**src/rtl/lsbd_pkg.sv**
```systemverilog
// Package for the lidar scan boundary detector.
// Holds the payload structs, configuration codes and fixed constants.
// No dependencies.
package lsbd_pkg;

    localparam int unsigned FULL_TURN      = 36000;
    localparam int unsigned CFG_DATA_W     = 16;
    localparam int unsigned AZ_OFFSET_W    = 11;
    localparam int unsigned ANGLE_W        = 16;
    localparam int unsigned LEN_W          = 12;
    localparam int unsigned OUT_COUNT_W    = 12;

    localparam logic [AZ_OFFSET_W-1:0] AZ_OFFSET_RST   = 11'd2;
    localparam logic [ANGLE_W-1:0]     START_ANGLE_RST = 16'd0;
    localparam logic [LEN_W-1:0]       LEN_A_RST       = 12'd1262;
    localparam logic [LEN_W-1:0]       LEN_B_RST       = 12'd1266;

    typedef enum logic [1:0] {
        CFG_AZ_OFFSET   = 2'd0,
        CFG_START_ANGLE = 2'd1,
        CFG_LEN_A       = 2'd2,
        CFG_LEN_B       = 2'd3
    } t_cfg_idx;

    typedef struct packed {
        logic [AZ_OFFSET_W-1:0] azimuth_offset;
        logic [ANGLE_W-1:0]     start_angle;     // already reduced mod FULL_TURN
        logic [LEN_W-1:0]       valid_length_a;
        logic [LEN_W-1:0]       valid_length_b;
    } t_cfg;

    typedef struct packed {
        logic [7:0] data_byte;
        logic       is_lidar;
        logic       last_byte;
    } t_in_item;

    typedef struct packed {
        logic                   packet_accepted;
        logic [ANGLE_W-1:0]     phase;
        logic                   scan_end;
        logic [OUT_COUNT_W-1:0] packets_in_scan;
        logic [LEN_W-1:0]       packet_length;
    } t_out_item;

    // Packet record handed from front to back.
    typedef struct packed {
        logic               accepted;
        logic [ANGLE_W-1:0] azimuth;
        logic [LEN_W-1:0]   length;
    } t_pkt_rec;

endpackage

```
**src/rtl/lsbd_fifo.sv**
```systemverilog
// Small register FIFO, combinational read of the head entry.
// Standalone; no package dependency.
module lsbd_fifo #(
    parameter int WIDTH = 8,
    parameter int DEPTH = 2
) (
    input  logic             i_clk,
    input  logic             i_rst_n,
    input  logic             i_push,
    input  logic [WIDTH-1:0] i_data,
    output logic             o_full,
    input  logic             i_pop,
    output logic [WIDTH-1:0] o_data,
    output logic             o_empty
);
    localparam int AW = (DEPTH > 1) ? $clog2(DEPTH) : 1;
    localparam int CW = $clog2(DEPTH + 1);

    logic [WIDTH-1:0] r_mem [DEPTH];
    logic [AW-1:0]    r_wr_ptr, n_wr_ptr;
    logic [AW-1:0]    r_rd_ptr, n_rd_ptr;
    logic [CW-1:0]    r_count,  n_count;
    logic             do_push, do_pop;

    assign o_full  = (r_count == CW'(DEPTH));
    assign o_empty = (r_count == '0);
    assign o_data  = r_mem[r_rd_ptr];
    assign do_push = i_push && !o_full;
    assign do_pop  = i_pop && !o_empty;

    always_comb begin
        n_wr_ptr = r_wr_ptr;
        n_rd_ptr = r_rd_ptr;
        n_count  = r_count;
        if (do_push) begin
            n_wr_ptr = (r_wr_ptr == AW'(DEPTH - 1)) ? '0 : r_wr_ptr + 1'b1;
        end
        if (do_pop) begin
            n_rd_ptr = (r_rd_ptr == AW'(DEPTH - 1)) ? '0 : r_rd_ptr + 1'b1;
        end
        if (do_push && !do_pop) begin
            n_count = r_count + 1'b1;
        end else if (do_pop && !do_push) begin
            n_count = r_count - 1'b1;
        end
    end

    always_ff @(posedge i_clk) begin
        if (!i_rst_n) begin
            r_wr_ptr <= '0;
            r_rd_ptr <= '0;
            r_count  <= '0;
        end else begin
            r_wr_ptr <= n_wr_ptr;
            r_rd_ptr <= n_rd_ptr;
            r_count  <= n_count;
        end
    end

    always_ff @(posedge i_clk) begin
        if (do_push) begin
            r_mem[r_wr_ptr] <= i_data;
        end
    end

endmodule

```
**src/rtl/lsbd_front.sv**
```systemverilog
// Front end: counts packet bytes, captures azimuth, qualifies the packet.
// Uses lsbd_pkg; emits one t_pkt_rec per final byte.
module lsbd_front #(
    parameter int MAX_PACKET_BYTES = 2048
) (
    input  logic              i_clk,
    input  logic              i_rst_n,
    input  lsbd_pkg::t_cfg    i_cfg,
    input  logic              i_push,
    input  lsbd_pkg::t_in_item i_in,
    input  logic              i_stall,
    output logic              o_rec_push,
    output lsbd_pkg::t_pkt_rec o_rec
);
    import lsbd_pkg::*;

    localparam int BCW  = $clog2(MAX_PACKET_BYTES + 2);
    localparam int CMPW = (BCW > LEN_W) ? BCW : LEN_W;
    localparam logic [CMPW-1:0] MAX_B = CMPW'(MAX_PACKET_BYTES);

    logic [BCW-1:0]  r_byte_cnt, n_byte_cnt;
    logic [7:0]      r_az_lo, n_az_lo;
    logic [7:0]      r_az_hi, n_az_hi;
    logic            take;
    logic [CMPW-1:0] idx, len, off_lo, off_hi;
    logic            len_ok;

    assign take   = i_push && !i_stall;
    assign idx    = CMPW'(r_byte_cnt);
    assign off_lo = CMPW'(i_cfg.azimuth_offset);
    assign off_hi = CMPW'(i_cfg.azimuth_offset) + 1'b1;

    always_comb begin
        n_az_lo = r_az_lo;
        n_az_hi = r_az_hi;
        if (idx < MAX_B) begin
            if (idx == off_lo) n_az_lo = i_in.data_byte;
            if (idx == off_hi) n_az_hi = i_in.data_byte;
        end
        // counter parks at MAX+1 for oversized packets
        len    = (idx <= MAX_B) ? idx + 1'b1 : idx;
        len_ok = (len <= MAX_B) &&
                 ((len == CMPW'(i_cfg.valid_length_a)) ||
                  (len == CMPW'(i_cfg.valid_length_b)));
        n_byte_cnt = BCW'(len);

        o_rec_push     = take && i_in.last_byte;
        o_rec.accepted = i_in.is_lidar && len_ok;
        o_rec.azimuth  = {n_az_hi, n_az_lo};
        o_rec.length   = LEN_W'((len > MAX_B) ? MAX_B : len);
    end

    always_ff @(posedge i_clk) begin
        if (!i_rst_n) begin
            r_byte_cnt <= '0;
            r_az_lo    <= '0;
            r_az_hi    <= '0;
        end else if (take) begin
            if (i_in.last_byte) begin
                r_byte_cnt <= '0;
                r_az_lo    <= '0;
                r_az_hi    <= '0;
            end else begin
                r_byte_cnt <= n_byte_cnt;
                r_az_lo    <= n_az_lo;
                r_az_hi    <= n_az_hi;
            end
        end
    end

endmodule

```
**src/rtl/lsbd_back.sv**
```systemverilog
// Back end: phase computation and scan tracking per packet record.
// Uses lsbd_pkg; consumes t_pkt_rec, produces t_out_item.
module lsbd_back #(
    parameter int COUNT_WIDTH = 12
) (
    input  logic               i_clk,
    input  logic               i_rst_n,
    input  logic [lsbd_pkg::ANGLE_W-1:0] i_start_angle,
    input  logic               i_rec_valid,
    input  lsbd_pkg::t_pkt_rec i_rec,
    output logic               o_rec_pop,
    input  logic               i_out_full,
    output logic               o_out_push,
    output lsbd_pkg::t_out_item o_out
);
    import lsbd_pkg::*;

    localparam logic [ANGLE_W:0] TURN = (ANGLE_W + 1)'(FULL_TURN);

    logic [ANGLE_W-1:0]     r_prev_phase;
    logic [COUNT_WIDTH-1:0] r_scan_cnt;
    logic [ANGLE_W:0]       az_red, diff;
    logic [ANGLE_W-1:0]     phase;
    logic [COUNT_WIDTH-1:0] cnt_inc;
    logic                   closes, fire;

    assign fire       = i_rec_valid && !i_out_full;
    assign o_rec_pop  = fire;
    assign o_out_push = fire;

    always_comb begin
        az_red  = ({1'b0, i_rec.azimuth} >= TURN) ? {1'b0, i_rec.azimuth} - TURN
                                                  : {1'b0, i_rec.azimuth};
        diff    = az_red - {1'b0, i_start_angle};
        phase   = diff[ANGLE_W] ? ANGLE_W'(diff + TURN) : diff[ANGLE_W-1:0];
        cnt_inc = (r_scan_cnt != '1) ? r_scan_cnt + 1'b1 : r_scan_cnt;
        closes  = phase < r_prev_phase;

        o_out.packet_accepted = i_rec.accepted;
        o_out.packet_length   = i_rec.length;
        if (i_rec.accepted) begin
            o_out.phase           = phase;
            o_out.scan_end        = closes;
            o_out.packets_in_scan = OUT_COUNT_W'(cnt_inc);
        end else begin
            o_out.phase           = '0;
            o_out.scan_end        = 1'b0;
            o_out.packets_in_scan = '0;
        end
    end

    always_ff @(posedge i_clk) begin
        if (!i_rst_n) begin
            r_prev_phase <= '0;
            r_scan_cnt   <= '0;
        end else if (fire && i_rec.accepted) begin
            if (closes) begin
                r_prev_phase <= '0;
                r_scan_cnt   <= '0;
            end else begin
                r_prev_phase <= phase;
                r_scan_cnt   <= cnt_inc;
            end
        end
    end

endmodule

```
**src/rtl/lidar_scan_boundary_detector.sv**
```systemverilog
// Lidar scan boundary detector, top level. Uses lsbd_pkg, lsbd_front, lsbd_back, lsbd_fifo.
// Throughput: one byte per cycle sustained; full rises only when both queues back up.
// A packet's record is registered in the packet queue, its result word in the result queue.
// Reset (sync, active low): registers to defaults, byte count, azimuth, scan state cleared,
// both queues empty.
module lidar_scan_boundary_detector #(
    parameter int MAX_PACKET_BYTES = 2048,
    parameter int COUNT_WIDTH      = 12
) (
    input  logic                i_clk,
    input  logic                i_rst_n,
    // byte stream in
    input  logic                i_push,
    input  lsbd_pkg::t_in_item  i_in,
    output logic                o_full,
    // per-packet result words out
    input  logic                i_pop,
    output lsbd_pkg::t_out_item o_out,
    output logic                o_empty,
    // config writes
    input  logic                i_cfg_we,
    input  lsbd_pkg::t_cfg_idx  i_cfg_index,
    input  logic [lsbd_pkg::CFG_DATA_W-1:0] i_cfg_data
);
    import lsbd_pkg::*;

    localparam int REC_W = $bits(t_pkt_rec);
    localparam int OUT_W = $bits(t_out_item);

    t_cfg      r_cfg;
    logic      rec_push, rec_full, rec_pop, rec_empty;
    t_pkt_rec  rec_in, rec_out;
    logic      out_push, out_full;
    t_out_item out_word;
    logic [REC_W-1:0] rec_raw;
    logic [OUT_W-1:0] out_raw;

    // Config registers. Scan start angle is reduced mod a full turn on the write,
    // so the back end only ever subtracts an in-range angle.
    always_ff @(posedge i_clk) begin
        if (!i_rst_n) begin
            r_cfg.azimuth_offset <= AZ_OFFSET_RST;
            r_cfg.start_angle    <= START_ANGLE_RST;
            r_cfg.valid_length_a <= LEN_A_RST;
            r_cfg.valid_length_b <= LEN_B_RST;
        end else if (i_cfg_we) begin
            unique case (i_cfg_index)
                CFG_AZ_OFFSET:   r_cfg.azimuth_offset <= i_cfg_data[AZ_OFFSET_W-1:0];
                CFG_START_ANGLE: r_cfg.start_angle <=
                    (i_cfg_data >= ANGLE_W'(FULL_TURN)) ? i_cfg_data - ANGLE_W'(FULL_TURN)
                                                        : i_cfg_data;
                CFG_LEN_A:       r_cfg.valid_length_a <= i_cfg_data[LEN_W-1:0];
                CFG_LEN_B:       r_cfg.valid_length_b <= i_cfg_data[LEN_W-1:0];
            endcase
        end
    end

    // Input stalls whenever the packet queue is full (conservative: also on
    // non-final bytes), keeping the front free of a second hold path.
    assign o_full = rec_full;

    lsbd_front #(
        .MAX_PACKET_BYTES(MAX_PACKET_BYTES)
    ) u_front (
        .i_clk      (i_clk),
        .i_rst_n    (i_rst_n),
        .i_cfg      (r_cfg),
        .i_push     (i_push),
        .i_in       (i_in),
        .i_stall    (rec_full),
        .o_rec_push (rec_push),
        .o_rec      (rec_in)
    );

    // Front-to-back packet queue.
    lsbd_fifo #(
        .WIDTH(REC_W),
        .DEPTH(2)
    ) u_rec_q (
        .i_clk   (i_clk),
        .i_rst_n (i_rst_n),
        .i_push  (rec_push),
        .i_data  (rec_in),
        .o_full  (rec_full),
        .i_pop   (rec_pop),
        .o_data  (rec_raw),
        .o_empty (rec_empty)
    );
    assign rec_out = t_pkt_rec'(rec_raw);

    lsbd_back #(
        .COUNT_WIDTH(COUNT_WIDTH)
    ) u_back (
        .i_clk         (i_clk),
        .i_rst_n       (i_rst_n),
        .i_start_angle (r_cfg.start_angle),
        .i_rec_valid   (!rec_empty),
        .i_rec         (rec_out),
        .o_rec_pop     (rec_pop),
        .i_out_full    (out_full),
        .o_out_push    (out_push),
        .o_out         (out_word)
    );

    // Result queue: decouples the back end from the consumer.
    lsbd_fifo #(
        .WIDTH(OUT_W),
        .DEPTH(2)
    ) u_out_q (
        .i_clk   (i_clk),
        .i_rst_n (i_rst_n),
        .i_push  (out_push),
        .i_data  (out_word),
        .o_full  (out_full),
        .i_pop   (i_pop),
        .o_data  (out_raw),
        .o_empty (o_empty)
    );
    assign o_out = t_out_item'(out_raw);

endmodule

```
**config.mk**
```make
export PLATFORM = sky130hd
export DESIGN_NAME = lidar_scan_boundary_detector
export DESIGN_NICKNAME = d
export VERILOG_FILES = /design/src/rtl/lsbd_pkg.sv /design/src/rtl/lsbd_fifo.sv /design/src/rtl/lsbd_front.sv /design/src/rtl/lsbd_back.sv /design/src/rtl/lidar_scan_boundary_detector.sv
export SDC_FILE = /design/constraint.sdc
export NUM_CORES = 1
export LEC_CHECK = 0
export BUFFER_PORTS_ARGS = -buffer_cell sky130_fd_sc_hd__buf_4
export CAP_MARGIN = 10
export CELL_PAD_IN_SITES_DETAIL_PLACEMENT = 1
export CELL_PAD_IN_SITES_GLOBAL_PLACEMENT = 1
export CORE_MARGIN = 2
export CORE_UTILIZATION = 40
export CTS_CLUSTER_DIAMETER = 200
export DETAILED_ROUTE_END_ITERATION = 16
export MAX_ROUTING_LAYER = met4
export PLACE_DENSITY = 0.75
export SLEW_MARGIN = 20
export SYNTH_ARGS = -nofsm -noshare
export SYNTH_HDL_FRONTEND = slang
export SYNTH_HIERARCHICAL = 1
export SYNTH_SLANG_ARGS = --single-unit
```
**constraint.sdc**
```tcl
create_clock -name i_clk -period 7.9 [get_ports i_clk]
set_clock_uncertainty 0.15 [all_clocks]
set_input_delay 0.79 -clock i_clk [delete_from_list [all_inputs] [get_ports i_clk]]
set_output_delay 0.79 -clock i_clk [all_outputs]
set_load 0.005 [all_outputs]
```
# After elaboration in Yosys (flattened, before gate mapping)

Memories as Yosys holds them, arrays and structs flattened. A register that Yosys moved wholly into a read port is not among the register bits.
Index checks and enable logic that the tools add are counted.

Register bits: 115
Memory bits (writable): 142
Input port bits: 33
Output and inout bits: 44
Memories kept: 2

Memory list:

| name          | depth | bits a word | read ports | clocked after Yosys merged registers in | write ports | line            | source |
|---|---|---|---|---|---|---|---|
| u_out_q.r_mem | 2     | 42          | 1          | 1                                       | 1           | lsbd_fifo.sv:19 | `logic [WIDTH-1:0] r_mem [DEPTH];` |
| u_rec_q.r_mem | 2     | 29          | 1          | 1                                       | 1           | lsbd_fifo.sv:19 |  |

Add/subtract/negate cells: 15
Order comparisons: 7
Eq/ne operators: 10
Muxes and demuxes: 32
Reduce and logical (&&, ||, !) cells: 32

Operators by type and width:

| kind                   | number |
|---|---|
| $mux 12                | 5 |
| $mux 16                | 3 |
| $mux 8                 | 6 |
| $eq 12x12->1           | 3 |
| $ge 16x16->1 const B   | 2 |
| $mux 29                | 1 |
| $add 12x1->12 const B  | 2 |
| $le 12x12->1 const B   | 2 |
| $mux 17                | 1 |
| $sub 16x16->17 const B | 1 |
| $sub 17x16->17         | 1 |
| $add 16x16->16 const B | 1 |
| $lt 16x16->1           | 1 |
| $sub 16x16->16 const B | 1 |
| $logic_and 1x1->1      | 14 |
| $add 11x1->12 const B  | 1 |
| $eq 12x11->1           | 1 |
| $gt 12x12->1 const B   | 1 |
| $lt 12x12->1 const B   | 1 |
| $mux 1                 | 12 |
| $ne 12x12->1 const B   | 1 |
| $eq 2x2->1 const B     | 4 |
| $logic_not 1->1        | 8 |
| $mux 2                 | 4 |
| 8 further kinds        | 19 |

# Depth between registers and ports, before layout

Depth after elaboration: 9
Gate-level depth with buffers: 29
Depth with buffers taken out: 27

# By module

The synthesis kept the hierarchy.

Modules (own cells, without submodules):

| module                       | times used | cells each | area each (µm²) | seq. area each (µm²) |
|---|---|---|---|---|
| lsbd_back                    | 1          | 469        | 3,538.4         | 560.5 |
| lsbd_fifo at u_out_q         | 1          | 156        | 3,254.4         | 2,622.5 |
| lsbd_front                   | 1          | 400        | 3,133.0         | 560.5 |
| lsbd_fifo at u_rec_q         | 1          | 115        | 2,322.2         | 1,841.8 |
| lidar_scan_boundary_detector | 1          | 250        | 2,093.3         | 1,021.0 |

# Worst setup path before layout

Ideal clock, no wire load.

Kind: register to register
Start point: reg (tool-made name)
End point: reg u_back.r_scan_cnt[9]
Setup time: 119 ps
Data arrival time: 5,954 ps
Path slack: 1,678 ps
Cell stages (with the launch flop): 27
Buffers on the path: 3
Clock period less this slack: 6,222 ps
Cells stage by stage: dfxtp_1 buf_4 buf_4 mux2_2 nor4b_2 a2111oi_4 o21ai_0 nand2_1 nor3b_1 xor2_1 ha_1 a21o_1 nand2b_1 a21oi_2 o2111a_1 nor3_4 nand2_1 xor2_1 ha_1 a21o_1 a21o_1 a21oi_1 nor2_1 nor4_1 clkbuf_1 a31oi_1 o221a_2

RTL lines:

| element              | line            | source |
|---|---|---|
| to (signal assigned) | lsbd_back.sv:62 | `r_scan_cnt <= cnt_inc;` |
| to (decl)            | lsbd_back.sv:21 | `logic [COUNT_WIDTH-1:0] r_scan_cnt;` |

==> impl_metrics.env <==
export IMPL_synthesis_nets=1464
export IMPL_netlist_instances=1390
export IMPL_worstPathArrival_ns=7.38
export IMPL_hpwl_um=27100
export IMPL_grt_pass1_vias=11000
export IMPL_htreeDepth=1
export IMPL_worstReg2RegEnd="u_back/r_scan_cnt[4]"
export IMPL_ir_drop_mv=0.232
export IMPL_drtIter0Drc=599
export IMPL_slew_headroom_pct=28.6
export IMPL_antenna_found_initial=0
export IMPL_drc_errors=0
export IMPL_hold_viol=0
export IMPL_synth_cell_types=104
export IMPL_async_flop_share_pct=0
export IMPL_wl_um=38100
export IMPL_required_ns=8.21
export IMPL_num_rows=69
export IMPL_first_pass_iters=5
export IMPL_post_cts_setup_buffer_count=0
export IMPL_clock_sinks=259
export IMPL_drv_cap=0
export IMPL_setup_tns_ns=0
export IMPL_status="finished, final reports clean"
export IMPL_final_cell_mix="edfxtp_1, dfxtp_1, nand2_1"
export IMPL_critPathSlowestCell="dfxtp_2"
export IMPL_clockBufferDepth=3
export IMPL_dpl_cell_area_um2=15100
export IMPL_synth_edff_count=142
export IMPL_critical_path_class="flip-flop to flip-flop"
export IMPL_endpoint_kind="flip-flop"
export IMPL_cts_root_buf="clkbuf_16"
export IMPL_ios=77
export IMPL_via_per_inst=5.62
export IMPL_nets=1493
export IMPL_cts_tree="yes"
export IMPL_r2r_worst_path_cells=28
export IMPL_syn_area_per_cell_um2=10.3
export IMPL_hp_start="u_back/r_prev_phase[6]"
export IMPL_grt_pass1_wl_um=61300
export IMPL_worstHoldEndpoint="u_back/r_prev_phase[6]"
export IMPL_yosysWarningCount=6
export IMPL_synth_area_leaders="edfxtp_1, dfxtp_1, mux2_2"
export IMPL_rsz0062_at_grt="false"
export IMPL_p_leak_nw=5.79
export IMPL_coreArea_um2=35400
export IMPL_cts_hold_buf=0
export IMPL_crit_fanout=17
export IMPL_synthToLayoutAreaGrowth_pct=12.3
export IMPL_postCtsResizedCells=0
export IMPL_fin_area_um2=16100
export IMPL_n_antenna_cell=0
export IMPL_grt_max_degree=57
export IMPL_max_freq_ghz=0.142
export IMPL_die_h_um=193
export IMPL_hold_ws_ns=0.305
export IMPL_grt_ovfl_total=0
export IMPL_syn_area_um2=14300
export IMPL_gp_congestion=0.887
export IMPL_r2r_slack_ns=0.84
export IMPL_initial_core_util_pct=40.5
export IMPL_finalCriticalPeriod_ns=7.06
export IMPL_dieArea_um2=37400
export IMPL_yosys_most_used_dff="edfxtp_1"
export IMPL_synth_top_area_cell="edfxtp_1"
export IMPL_ys_seq_area_share_pct=46.1
export IMPL_insertion_delay_ns=0.57
export IMPL_track_usage_pct=20.6
export IMPL_final_max_slew_violation_count=0
export IMPL_power_mw=6.19
export IMPL_start_kind="flip-flop"
export IMPL_final_period_utilization_pct=89.4
export IMPL_worstMarginPinSlew_ns=1.07
export IMPL_ys_ff_latch=259
export IMPL_setup_viol=0
export IMPL_die_w_um=193
export IMPL_min_path_type="flip-flop to flip-flop"
export IMPL_cts_clk_slew_worst_paths_ns=0.06
export IMPL_power_density_nw_per_um2=384
export IMPL_port_buffers=76
export IMPL_ant_nets=0
export IMPL_yosysTopAreaCellShare_pct=29.7
export IMPL_drive_above_1_share_pct=18.2
export IMPL_worstHoldPathCells=2
export IMPL_vias=10700
export IMPL_final_common_cell="edfxtp_1"
export IMPL_cts_buffers_inserted=30
export IMPL_slowest_delay_ns=0.58
export IMPL_wl_per_cell_um=20.0
-- worst max-delay path by stage --
stage                     startpoint                    to  slack [ns]
after floorplan            flip-flop  u_back/r_scan_cnt[9]        1.68
after global placement     flip-flop  u_back/r_scan_cnt[4]        0.97
after detailed placement   flip-flop  u_back/r_scan_cnt[4]        0.64
after CTS                  flip-flop  u_back/r_scan_cnt[4]        0.60
after global routing       flip-flop  u_back/r_scan_cnt[4]        0.02
final                      flip-flop  u_back/r_scan_cnt[4]        0.84
-- flip-flops by register name, indices dropped and copies added, names as in the netlist, named ones only --
name	cells
r_cfg	51
u_back/r_prev_phase	16
u_back/r_scan_cnt	12
u_front/idx	12
u_front/r_az_hi	8
u_front/r_az_lo	8
u_out_q/r_count	2
u_out_q/r_mem	84
u_out_q/r_rd_ptr	1
u_out_q/r_wr_ptr	1
u_rec_q/r_count	2
u_rec_q/r_mem	58
u_rec_q/r_rd_ptr	1
u_rec_q/r_wr_ptr	1
-- cells by family (layout without fill, tap and decap cells) --
family | after synthesis | after routing | share of synthesized area, %
AOI/OAI and AO/OA | 281 | 281 | 13.7
xor gates and xnor gates | 89 | 89 | 5.44
adders and majority gates | 41 | 41 | 3.63
buffers and inverters | 156 | 209 | 4.96
DFF | 259 | 259 | 46.1
muxes | 102 | 102 | 7.98
and+or+nand+nor | 462 | 462 | 18.3
-- where the power goes --
part	switching [mW]	internal (mW)
Combinational	1.73	1.21
Sequential	0.128	1.76
Clock	0.561	0.791
Total	2.42	3.77
-- critical path, delay by kind of cell, from the launching register on --
kind | cells | cell delay [ns]
flops | 1 | 0.58
mux | 1 | 0.43
compound gates | 9 | 2.11
buf+inv | 3 | 0.37
simple gates | 10 | 1.96
xor+xnor | 2 | 0.52
fa+ha+maj | 3 | 0.83
-- layer usage --
metal,GRT usage (%),vias up,part of all wire [%]
li1,-,5139,-
met1,27.7,5288,47
met2,33.3,215,47
met3,2.32,60,3.4
met4,5.00,0,2.2
met5,-,-,0
-- layout make-up --
type | instances | area [um2]
inverter | 67 | 251
clock buffer | 44 | 823
sequential | 259 | 6610
tap | 461 | 577
fill | 3959 | 19300
timing repair buffer | 86 | 646
clock inverter | 12 | 143
multi-input combinational | 975 | 7050
-- through the flow --
stage	instances	util, %	setup slack (ns)
2_1_floorplan	1390	-	1.68
3_3_place_gp	1848	42.8	0.965
4_1_cts	1904	45.5	0.603
5_1_grt	1904	45.5	0.0188
3_5_place_dp	1848	42.8	0.644
6_report	1904	45.5	0.837
-- cell usage after synthesis (32+ instances only) --
cell type  instances
clkbuf_1          45
nor2_1            72
o21ai_0           57
nand2_1           99
dfxtp_1          117
xor2_1            33
xnor2_1           56
inv_1             65
ha_1              40
edfxtp_1         142
nor2b_1           37
nand3_1           54
and2_1            32
mux2_2            83
a21oi_1           65
Note: power is estimated with default switching activity, not from simulation.
